[src/rtl/core/req_pkg.sv]
// Shared types and constants for the retry event queue.
// Depends on nothing; imported by retry_event_queue and tb_retry_event_queue.
`default_nettype none

package req_pkg;

    localparam int QueueDepthDef = 32;
    localparam int BatchMaxDef   = 8;

    // add reply status codes
    localparam logic [1:0] ST_ADDED = 2'd0;
    localparam logic [1:0] ST_DUP   = 2'd1;
    localparam logic [1:0] ST_INVAL = 2'd2;
    localparam logic [1:0] ST_FULL  = 2'd3;

    // result kinds
    localparam logic KIND_REPLY = 1'b0;
    localparam logic KIND_BATCH = 1'b1;

    // command codes
    localparam logic CMD_ADD  = 1'b0;
    localparam logic CMD_TICK = 1'b1;

    // configuration register indexes
    localparam logic [2:0] CFG_SRV_HI   = 3'd0;
    localparam logic [2:0] CFG_SRV_LO   = 3'd1;
    localparam logic [2:0] CFG_RUN_MARK = 3'd2;
    localparam logic [2:0] CFG_RETRY_IV = 3'd3;
    localparam logic [2:0] CFG_LIMIT    = 3'd4;

    localparam logic [7:0] BYTE_EMPTY = 8'h00;
    localparam logic [7:0] BYTE_ALL   = 8'hff;

    // one slot record as held in the slot memory
    typedef struct packed {
        logic [15:0] dest;
        logic [63:0] body;
        logic [7:0]  timer;
        logic [4:0]  tries;
        logic        direct;
    } rec_t;

    // sequencer states
    typedef enum logic [8:0] {
        S_IDLE = 9'b000000001,
        S_ARD  = 9'b000000010,
        S_AEX  = 9'b000000100,
        S_AFIN = 9'b000001000,
        S_TRD  = 9'b000010000,
        S_TEX  = 9'b000100000,
        S_BRD  = 9'b001000000,
        S_BEX  = 9'b010000000,
        S_BEND = 9'b100000000
    } state_t;

    // saturating increment of the pending count
    function automatic logic [7:0] sat_inc8(input logic [7:0] v);
        logic [7:0] r;
        r = (v == 8'hff) ? v : v + 8'd1;
        return r;
    endfunction

endpackage

`default_nettype wire

[src/rtl/core/retry_event_queue.sv]
// Retry event queue: slot table with timers, retry counts and send batches.
// Depends on req_pkg.
//
// An invalid add answers in the cycle after it is taken, and a tick with
// nothing pending gives no result and leaves the block idle; other commands
// walk the slot memory slot by slot, first reading each slot and then acting
// on it. One command at a time; busy is high meanwhile. Results are strobed
// one cycle each and cannot be stalled. Reset clears all valid bits at once.
`default_nettype none

module retry_event_queue #(
    parameter int QUEUE_DEPTH = req_pkg::QueueDepthDef,
    parameter int BATCH_MAX   = req_pkg::BatchMaxDef
) (
    input  wire logic        clk,
    input  wire logic        rst_n,
    input  wire logic        start,
    output logic             busy,
    input  wire logic        cmd,
    input  wire logic [7:0]  dest_high,
    input  wire logic [7:0]  dest_low,
    input  wire logic [63:0] event_body,
    input  wire logic        direct_route,
    input  wire logic        cfg_valid,
    output logic             cfg_ready,
    input  wire logic [2:0]  cfg_index,
    input  wire logic [7:0]  cfg_data,
    output logic             result_valid,
    output logic             kind,
    output logic [1:0]       status,
    output logic [4:0]       slot,
    output logic [7:0]       target_high,
    output logic [7:0]       target_low,
    output logic [7:0]       out_dest_high,
    output logic [7:0]       out_dest_low,
    output logic [63:0]      out_body,
    output logic             last
);
    import req_pkg::*;

    localparam int IW = $clog2(QUEUE_DEPTH);
    localparam int NW = $clog2(BATCH_MAX + 1);
    localparam logic [IW-1:0] IDX_LAST = IW'(QUEUE_DEPTH - 1);
    localparam logic [NW-1:0] N_LAST   = NW'(BATCH_MAX - 1);

    // configuration registers
    logic [7:0] srv_hi_reg, srv_lo_reg, run_mark_reg, retry_iv_reg;
    logic [3:0] limit_reg;

    // sequencer and command state
    state_t              state_reg, state_next;
    logic [IW-1:0]       idx_reg, idx_next;
    logic [15:0]         in_dest_reg, in_dest_next;
    logic [63:0]         in_body_reg, in_body_next;
    logic                in_direct_reg, in_direct_next;
    logic                free_found_reg, free_found_next;
    logic [IW-1:0]       free_idx_reg, free_idx_next;
    logic [7:0]          pend_reg, pend_next;
    logic [15:0]         hdest_reg, hdest_next;
    logic                hdirect_reg, hdirect_next;
    logic [15:0]         tgt_reg, tgt_next;
    logic [NW-1:0]       n_reg, n_next;
    logic                held_valid_reg, held_valid_next;
    logic [4:0]          held_slot_reg, held_slot_next;
    logic [15:0]         held_dest_reg, held_dest_next;
    logic [63:0]         held_body_reg, held_body_next;
    logic [QUEUE_DEPTH-1:0] valid_reg, valid_next;

    // result registers
    logic        o_valid_reg, o_valid_next;
    logic        o_kind_reg, o_kind_next;
    logic [1:0]  o_status_reg, o_status_next;
    logic [4:0]  o_slot_reg, o_slot_next;
    logic [15:0] o_tgt_reg, o_tgt_next;
    logic [15:0] o_dest_reg, o_dest_next;
    logic [63:0] o_body_reg, o_body_next;
    logic        o_last_reg, o_last_next;

    // slot memory, one port each way
    rec_t          mem [QUEUE_DEPTH];
    rec_t          rd_q;
    logic          mem_we;
    logic [IW-1:0] mem_wa;
    rec_t          mem_wd;

    logic [IW+7:0] idx_ext, free_ext;
    logic [4:0]    idx_slot, free_slot;
    logic          cur_valid;
    logic [4:0]    tries_inc;
    logic          accept;
    logic [7:0]    in_b2;

    assign idx_ext   = {8'd0, idx_reg};
    assign free_ext  = {8'd0, free_idx_reg};
    assign idx_slot  = idx_ext[4:0];
    assign free_slot = free_ext[4:0];
    assign cur_valid = valid_reg[idx_reg];
    assign tries_inc = (rd_q.tries == 5'd31) ? rd_q.tries : rd_q.tries + 5'd1;
    assign accept    = start && (state_reg == S_IDLE);
    assign in_b2     = event_body[63:56];

    assign busy          = (state_reg != S_IDLE);
    assign cfg_ready     = 1'b1;
    assign result_valid  = o_valid_reg;
    assign kind          = o_kind_reg;
    assign status        = o_status_reg;
    assign slot          = o_slot_reg;
    assign target_high   = o_tgt_reg[15:8];
    assign target_low    = o_tgt_reg[7:0];
    assign out_dest_high = o_dest_reg[15:8];
    assign out_dest_low  = o_dest_reg[7:0];
    assign out_body      = o_body_reg;
    assign last          = o_last_reg;

    // read the slot at the walk index, write the record chosen by the sequencer
    always_ff @(posedge clk)
    begin
        rd_q <= mem[idx_reg];
        if (mem_we)
        begin
            mem[mem_wa] <= mem_wd;
        end
    end

    // configuration writes
    always_ff @(posedge clk or negedge rst_n)
    begin
        if (!rst_n)
        begin
            srv_hi_reg   <= 8'd0;
            srv_lo_reg   <= 8'd150;
            run_mark_reg <= 8'd50;
            retry_iv_reg <= 8'd60;
            limit_reg    <= 4'd5;
        end
        else if (cfg_valid && cfg_ready)
        begin
            unique case (cfg_index)
                CFG_SRV_HI:   srv_hi_reg   <= cfg_data;
                CFG_SRV_LO:   srv_lo_reg   <= cfg_data;
                CFG_RUN_MARK: run_mark_reg <= cfg_data;
                CFG_RETRY_IV: retry_iv_reg <= cfg_data;
                CFG_LIMIT:    limit_reg    <= cfg_data[3:0];
                default:      ;
            endcase
        end
    end

    // sequencer
    always_comb
    begin
        state_next      = state_reg;
        idx_next        = idx_reg;
        in_dest_next    = in_dest_reg;
        in_body_next    = in_body_reg;
        in_direct_next  = in_direct_reg;
        free_found_next = free_found_reg;
        free_idx_next   = free_idx_reg;
        pend_next       = pend_reg;
        hdest_next      = hdest_reg;
        hdirect_next    = hdirect_reg;
        tgt_next        = tgt_reg;
        n_next          = n_reg;
        held_valid_next = held_valid_reg;
        held_slot_next  = held_slot_reg;
        held_dest_next  = held_dest_reg;
        held_body_next  = held_body_reg;
        valid_next      = valid_reg;
        o_valid_next    = 1'b0;
        o_kind_next     = KIND_REPLY;
        o_status_next   = ST_ADDED;
        o_slot_next     = 5'd0;
        o_tgt_next      = 16'd0;
        o_dest_next     = 16'd0;
        o_body_next     = 64'd0;
        o_last_next     = 1'b1;
        mem_we          = 1'b0;
        mem_wa          = idx_reg;
        mem_wd          = rd_q;

        unique case (state_reg)
            S_IDLE:
            begin
                if (accept)
                begin
                    in_dest_next    = {dest_high, dest_low};
                    in_body_next    = event_body;
                    in_direct_next  = direct_route;
                    idx_next        = '0;
                    free_found_next = 1'b0;
                    if (cmd == CMD_ADD)
                    begin
                        if (in_b2 == BYTE_EMPTY || in_b2 == BYTE_ALL)
                        begin
                            o_valid_next  = 1'b1;
                            o_status_next = ST_INVAL;
                        end
                        else
                        begin
                            state_next = S_ARD;
                        end
                    end
                    else if (pend_reg != 8'd0)
                    begin
                        pend_next  = 8'd0;
                        state_next = S_TRD;
                    end
                end
            end

            S_ARD:  state_next = S_AEX;

            // look for a duplicate, note the first free slot
            S_AEX:
            begin
                if (cur_valid && rd_q.dest == in_dest_reg && rd_q.body == in_body_reg)
                begin
                    if (rd_q.timer < run_mark_reg)
                    begin
                        mem_we          = 1'b1;
                        mem_wd.timer    = run_mark_reg - 8'd1;
                    end
                    pend_next     = sat_inc8(pend_reg);
                    o_valid_next  = 1'b1;
                    o_status_next = ST_DUP;
                    o_slot_next   = idx_slot;
                    state_next    = S_IDLE;
                end
                else
                begin
                    if (!cur_valid && !free_found_reg)
                    begin
                        free_found_next = 1'b1;
                        free_idx_next   = idx_reg;
                    end
                    if (idx_reg == IDX_LAST)
                    begin
                        state_next = S_AFIN;
                    end
                    else
                    begin
                        idx_next   = idx_reg + 1'b1;
                        state_next = S_ARD;
                    end
                end
            end

            // store into the free slot or report full
            S_AFIN:
            begin
                o_valid_next = 1'b1;
                if (free_found_reg)
                begin
                    mem_we                  = 1'b1;
                    mem_wa                  = free_idx_reg;
                    mem_wd.dest             = in_dest_reg;
                    mem_wd.body             = in_body_reg;
                    mem_wd.timer            = run_mark_reg;
                    mem_wd.tries            = 5'd0;
                    mem_wd.direct           = in_direct_reg;
                    valid_next[free_idx_reg] = 1'b1;
                    pend_next               = sat_inc8(pend_reg);
                    o_status_next           = ST_ADDED;
                    o_slot_next             = free_slot;
                end
                else
                begin
                    o_status_next = ST_FULL;
                end
                state_next = S_IDLE;
            end

            S_TRD:  state_next = S_TEX;

            // age timers and free spent slots until a head is found
            S_TEX:
            begin
                if (cur_valid)
                begin
                    pend_next = sat_inc8(pend_reg);
                end
                if (cur_valid && rd_q.timer == run_mark_reg)
                begin
                    if (tries_inc > {1'b0, limit_reg})
                    begin
                        valid_next[idx_reg] = 1'b0;
                    end
                    else
                    begin
                        mem_we         = 1'b1;
                        mem_wd.tries   = tries_inc;
                        hdest_next     = rd_q.dest;
                        hdirect_next   = rd_q.direct;
                        tgt_next       = rd_q.direct ? rd_q.dest : {srv_hi_reg, srv_lo_reg};
                    end
                end
                else if (cur_valid && rd_q.timer != 8'd0)
                begin
                    mem_we       = 1'b1;
                    mem_wd.timer = rd_q.timer - 8'd1;
                end
                else if (cur_valid)
                begin
                    valid_next[idx_reg] = 1'b0;
                end

                if (cur_valid && rd_q.timer == run_mark_reg && !(tries_inc > {1'b0, limit_reg}))
                begin
                    idx_next        = '0;
                    n_next          = '0;
                    held_valid_next = 1'b0;
                    state_next      = S_BRD;
                end
                else if (idx_reg == IDX_LAST)
                begin
                    state_next = S_IDLE;
                end
                else
                begin
                    idx_next   = idx_reg + 1'b1;
                    state_next = S_TRD;
                end
            end

            S_BRD:  state_next = S_BEX;

            // collect batch entries, hold one back to mark the last
            S_BEX:
            begin
                if (cur_valid && rd_q.timer == run_mark_reg
                    && (!hdirect_reg || rd_q.dest == hdest_reg))
                begin
                    mem_we       = 1'b1;
                    mem_wd.timer = retry_iv_reg;
                    if (held_valid_reg)
                    begin
                        o_valid_next = 1'b1;
                        o_kind_next  = KIND_BATCH;
                        o_slot_next  = held_slot_reg;
                        o_tgt_next   = tgt_reg;
                        o_dest_next  = held_dest_reg;
                        o_body_next  = held_body_reg;
                        o_last_next  = 1'b0;
                    end
                    held_valid_next = 1'b1;
                    held_slot_next  = idx_slot;
                    held_dest_next  = rd_q.dest;
                    held_body_next  = rd_q.body;
                    n_next          = n_reg + 1'b1;
                    if (n_reg == N_LAST || idx_reg == IDX_LAST)
                    begin
                        state_next = S_BEND;
                    end
                    else
                    begin
                        idx_next   = idx_reg + 1'b1;
                        state_next = S_BRD;
                    end
                end
                else if (idx_reg == IDX_LAST)
                begin
                    state_next = S_BEND;
                end
                else
                begin
                    idx_next   = idx_reg + 1'b1;
                    state_next = S_BRD;
                end
            end

            // flush the held entry as the last one
            S_BEND:
            begin
                o_valid_next    = held_valid_reg;
                o_kind_next     = KIND_BATCH;
                o_slot_next     = held_slot_reg;
                o_tgt_next      = tgt_reg;
                o_dest_next     = held_dest_reg;
                o_body_next     = held_body_reg;
                o_last_next     = 1'b1;
                held_valid_next = 1'b0;
                state_next      = S_IDLE;
            end

            default: state_next = S_IDLE;
        endcase
    end

    // control state
    always_ff @(posedge clk or negedge rst_n)
    begin
        if (!rst_n)
        begin
            state_reg      <= S_IDLE;
            idx_reg        <= '0;
            free_found_reg <= 1'b0;
            pend_reg       <= 8'd0;
            n_reg          <= '0;
            held_valid_reg <= 1'b0;
            valid_reg      <= '0;
            o_valid_reg    <= 1'b0;
        end
        else
        begin
            state_reg      <= state_next;
            idx_reg        <= idx_next;
            free_found_reg <= free_found_next;
            pend_reg       <= pend_next;
            n_reg          <= n_next;
            held_valid_reg <= held_valid_next;
            valid_reg      <= valid_next;
            o_valid_reg    <= o_valid_next;
        end
    end

    // payload registers
    always_ff @(posedge clk)
    begin
        in_dest_reg   <= in_dest_next;
        in_body_reg   <= in_body_next;
        in_direct_reg <= in_direct_next;
        free_idx_reg  <= free_idx_next;
        hdest_reg     <= hdest_next;
        hdirect_reg   <= hdirect_next;
        tgt_reg       <= tgt_next;
        held_slot_reg <= held_slot_next;
        held_dest_reg <= held_dest_next;
        held_body_reg <= held_body_next;
        o_kind_reg    <= o_kind_next;
        o_status_reg  <= o_status_next;
        o_slot_reg    <= o_slot_next;
        o_tgt_reg     <= o_tgt_next;
        o_dest_reg    <= o_dest_next;
        o_body_reg    <= o_body_next;
        o_last_reg    <= o_last_next;
    end

endmodule

`default_nettype wire

[config.mk]
export PLATFORM = sky130hd
export DESIGN_NAME = retry_event_queue
export DESIGN_NICKNAME = d
export VERILOG_FILES = /design/src/rtl/core/req_pkg.sv /design/src/rtl/core/retry_event_queue.sv
export SDC_FILE = /design/constraint.sdc
export NUM_CORES = 2
export LEC_CHECK = 0
export BUFFER_PORTS_ARGS = -buffer_cell sky130_fd_sc_hd__buf_2
export CAP_MARGIN = 10
export CELL_PAD_IN_SITES_DETAIL_PLACEMENT = 1
export CELL_PAD_IN_SITES_GLOBAL_PLACEMENT = 2
export CORE_MARGIN = 2
export CORE_UTILIZATION = 35
export DETAILED_ROUTE_END_ITERATION = 10
export HOLD_SLACK_MARGIN = 0.1
export PLACE_DENSITY_LB_ADDON = 0.1
export SLEW_MARGIN = 20
export SYNTH_ARGS = -nofsm -noshare
export SYNTH_HDL_FRONTEND = slang
export SYNTH_SLANG_ARGS = --single-unit
[constraint.sdc]
create_clock -name clk -period 11.6 [get_ports clk]
set_clock_uncertainty 0.2 [all_clocks]
set_input_delay 2.32 -clock clk [delete_from_list [all_inputs] [get_ports clk]]
set_output_delay 2.32 -clock clk [all_outputs]
set_load 0.005 [all_outputs]
==> metrics.yaml <==
placement:
  hpwl_um: 245000
  dp.cells: 11200
  port_buffers: 203
  gp_congestion: 0.750
  dp_slack_ns: 4.63
routing:
  drtIter0Drc: 6862
  ant_nets: 0
  totalWireLength_um: 429000
  via_count: 66300
  drc: 0
  wl_per_cell_um: 36.0
  viasPerCell: 5.56
  drt_first_pass_iters: 5
grt:
  grt_max_degree: 95
  grt_use_total: 0.224
  grt_pass1_vias: 68800
  grt_pass1_wl_um: 590000
  antenna_found_initial: 45
  overflow: 0
floorplan:
  num_rows: 224
  core_um2: 373000
  start_util: 0.352
  die_area_um2: 380000
  dieHeight_um: 616
  io_pins: 205
  fp.dieW_um: 616
status:
  outcome: "completed"
layout:
  fin_util: 0.409
  nets: 6727
  area_growth_pct: 16.2
  mostFrequentLayoutCells: "edfxtp_1, mux4_2, clkbuf_16"
  fillCellCount: 34800
  reg.largest.list: "mem: 3008 flops, rd_q: 94 flops"
  largest_register: "mem"
  drive_gt1_frac: 0.278
  multiInputGateArea_um2: 27400
  final_common_cell: "edfxtp_1"
  largest_reg_flops: 3008
  final_cells: 11900
  seq_area_um2: 103000
clock_tree:
  post_cts_buffers: 0
  cts_sinks: 3508
  cts_tree: "built"
  clk_pin_slew_worst_paths_ns: 0.06
  clockRootBuffer: "clkbuf_16"
  cts_buffer_depth: 4
  ctsResizeCount: 0
  holdBufCountCts: 0
  cts_buffers: 392
  clk_latency_ns: 0.96
  htreeDepth: 5
sta:
  max_slew_margin: 0.200
  fin_ws_ns: 4.65
  tightest_slew_ns: 1.19
  rsz0062_at_grt: "false"
  layout_min_cycle_time_ns: 6.95
  fin_crit_sh: 0.599
  setup_viol: 0
  fmax_mhz: 144
  tns_ns: 0
  timing_hold_violations_final: 0
  maxSlewViolCount: 0
yosys:
  synth_cells: 6127
  ys_warn_count: 0
  ys_ff_latch: 3508
  synth_edf_count: 3212
  syn_area_um2: 131000
  synth-main-ff-cell: "edfxtp_1"
  synth-seq-area-share: 0.784
  async_reset_ff_frac: 0.0277
  syn_area_per_cell_um2: 21.4
  syn-num-nets: 6248
  synthDistinctLibCells: 84
critical_path:
  crit_slowest_cell: "buf_4"
  cp-end-kind: "flop"
  cp_common_cell: "buf_4"
  max_stage_delay_ns: 0.96
  arrival_ns: 7.29
  crit_type: "flop to flop"
  required_ns: 11.94
  cp_max_fo: 50
  crit_chain: "buf_4, nand2_1, o32ai_1, nor4_1, o311ai_4, buf_4, and4_4, nor3_2, a32o_1, nor2_4, buf_4, buf_4"
  startpoint_type: "flop"
pwr:
  leakage_nw: 47.5
  power_per_cell_area_nw_per_um2: 185
  vdd_drop_max_mv: 0.113
  total_power_mw: 28.2
job:
  cap_violations: 0
worst_hold_path:
  hold_class: "flop to flop"
logic make-up (layout without fill, tap and decap cells):
kind of cell               after synthesis  after routing  share of synthesized area
AOI/OAI and AO/OA                      549            549                     0.0305
xor gates and xnor gates               115            115                    0.00768
adders and majority gates               24             24                    0.00229
buffers and inverters                  339           1154                     0.0106
DFF                                   3508           3508                      0.784
muxes                                  817            817                      0.135
other                                    1             10                  0.0000286
and+or+nand+nor                        774            774                     0.0300
final timing paths:
kind                        startpoint               to  slack (ns)  cells past startpoint
min reg2reg                tgt_reg[14]    o_tgt_reg[14]        0.24                      1
max                         idx_reg[1]      mem[23][42]        4.65                     12
min                        tgt_reg[14]    o_tgt_reg[14]        0.24                      1
max in group asynchronous        rst_n  run_mark_reg[1]        8.80                      2
max reg2reg                 idx_reg[1]      mem[23][42]        4.65                     12
min in group asynchronous        rst_n      pend_reg[4]        1.33                      1
per-layer routing:
layer | global-route usage | up-vias | share of wire
li1 | - | 26600 | -
met4 | 0.0368 | 2 | 0.016
met5 | 0 | - | 0.000028
met1 | 0.325 | 37400 | 0.45
met3 | 0.0295 | 411 | 0.055
met2 | 0.366 | 2002 | 0.48
through the flow:
step                      hold slack, ns  area, um^2
after detailed placement           0.220      139000
after global routing               0.254      152000
after global placement             0.225      139000
final                              0.242      152000
after CTS                          0.244      152000
after floorplan                    0.206      131000
final cells by class:
cell class / instances / share of cell area
clock buffers: 527 / 0.0712
clock inverters: 203 / 0.0140
multi-input cells: 2280 / 0.180
repair buffers: 390 / 0.0181
well taps: 4972 / 0.0408
diodes: 9 / 0.000148
flip-flops and latches: 3508 / 0.675
inverters: 34 / 0.000870
worst max-delay path, delay by kind of cell, from the launching register on:
kind | cells | cell delay [ns]
AOI/OAI and AO/OA | 3 | 1.03
and+or+nand+nor | 5 | 1.33
buffers and inverters | 4 | 2.80
DFF | 1 | 0.85
cells in the mapped netlist, types with 7 or more instances:
| cell type | number | area [um^2] |
|---|---|---|
| o2bb2ai_1 | 16 | 140 |
| ha_1 | 24 | 300 |
| nor3_1 | 25 | 125 |
| inv_1 | 33 | 124 |
| nand4_1 | 107 | 669 |
| mux4_2 | 752 | 16900 |
| nand3_1 | 20 | 100 |
| buf_1 | 22 | 82.6 |
| nor4_1 | 28 | 175 |
| xor2_1 | 82 | 718 |
| nor2b_1 | 8 | 50.1 |
| and2_1 | 102 | 638 |
| dfxtp_1 | 199 | 3980 |
| buf_2 | 82 | 410 |
| a22oi_1 | 379 | 2850 |
| nor2_1 | 74 | 278 |
| clkbuf_1 | 198 | 743 |
| xnor2_1 | 33 | 289 |
| mux2i_1 | 20 | 200 |
| nand2_1 | 331 | 1240 |
| dfrtp_1 | 83 | 2080 |
| nand3b_1 | 7 | 52.6 |
| mux2_2 | 45 | 507 |
| dfstp_2 | 14 | 368 |
| nand2b_1 | 14 | 87.6 |
| o21ai_0 | 65 | 325 |
| a21oi_1 | 16 | 80.1 |
| edfxtp_1 | 3212 | 96500 |
power by group:
part | switching [mW] | total (mW) | internal, mW
clock | 5.19 | 12.6 | 7.37
combinational | 1.01 | 1.51 | 0.507
sequential | 0.138 | 14.1 | 14.0
total | 6.33 | 28.2 | 21.9
Power figures use the tool's default switching activity.
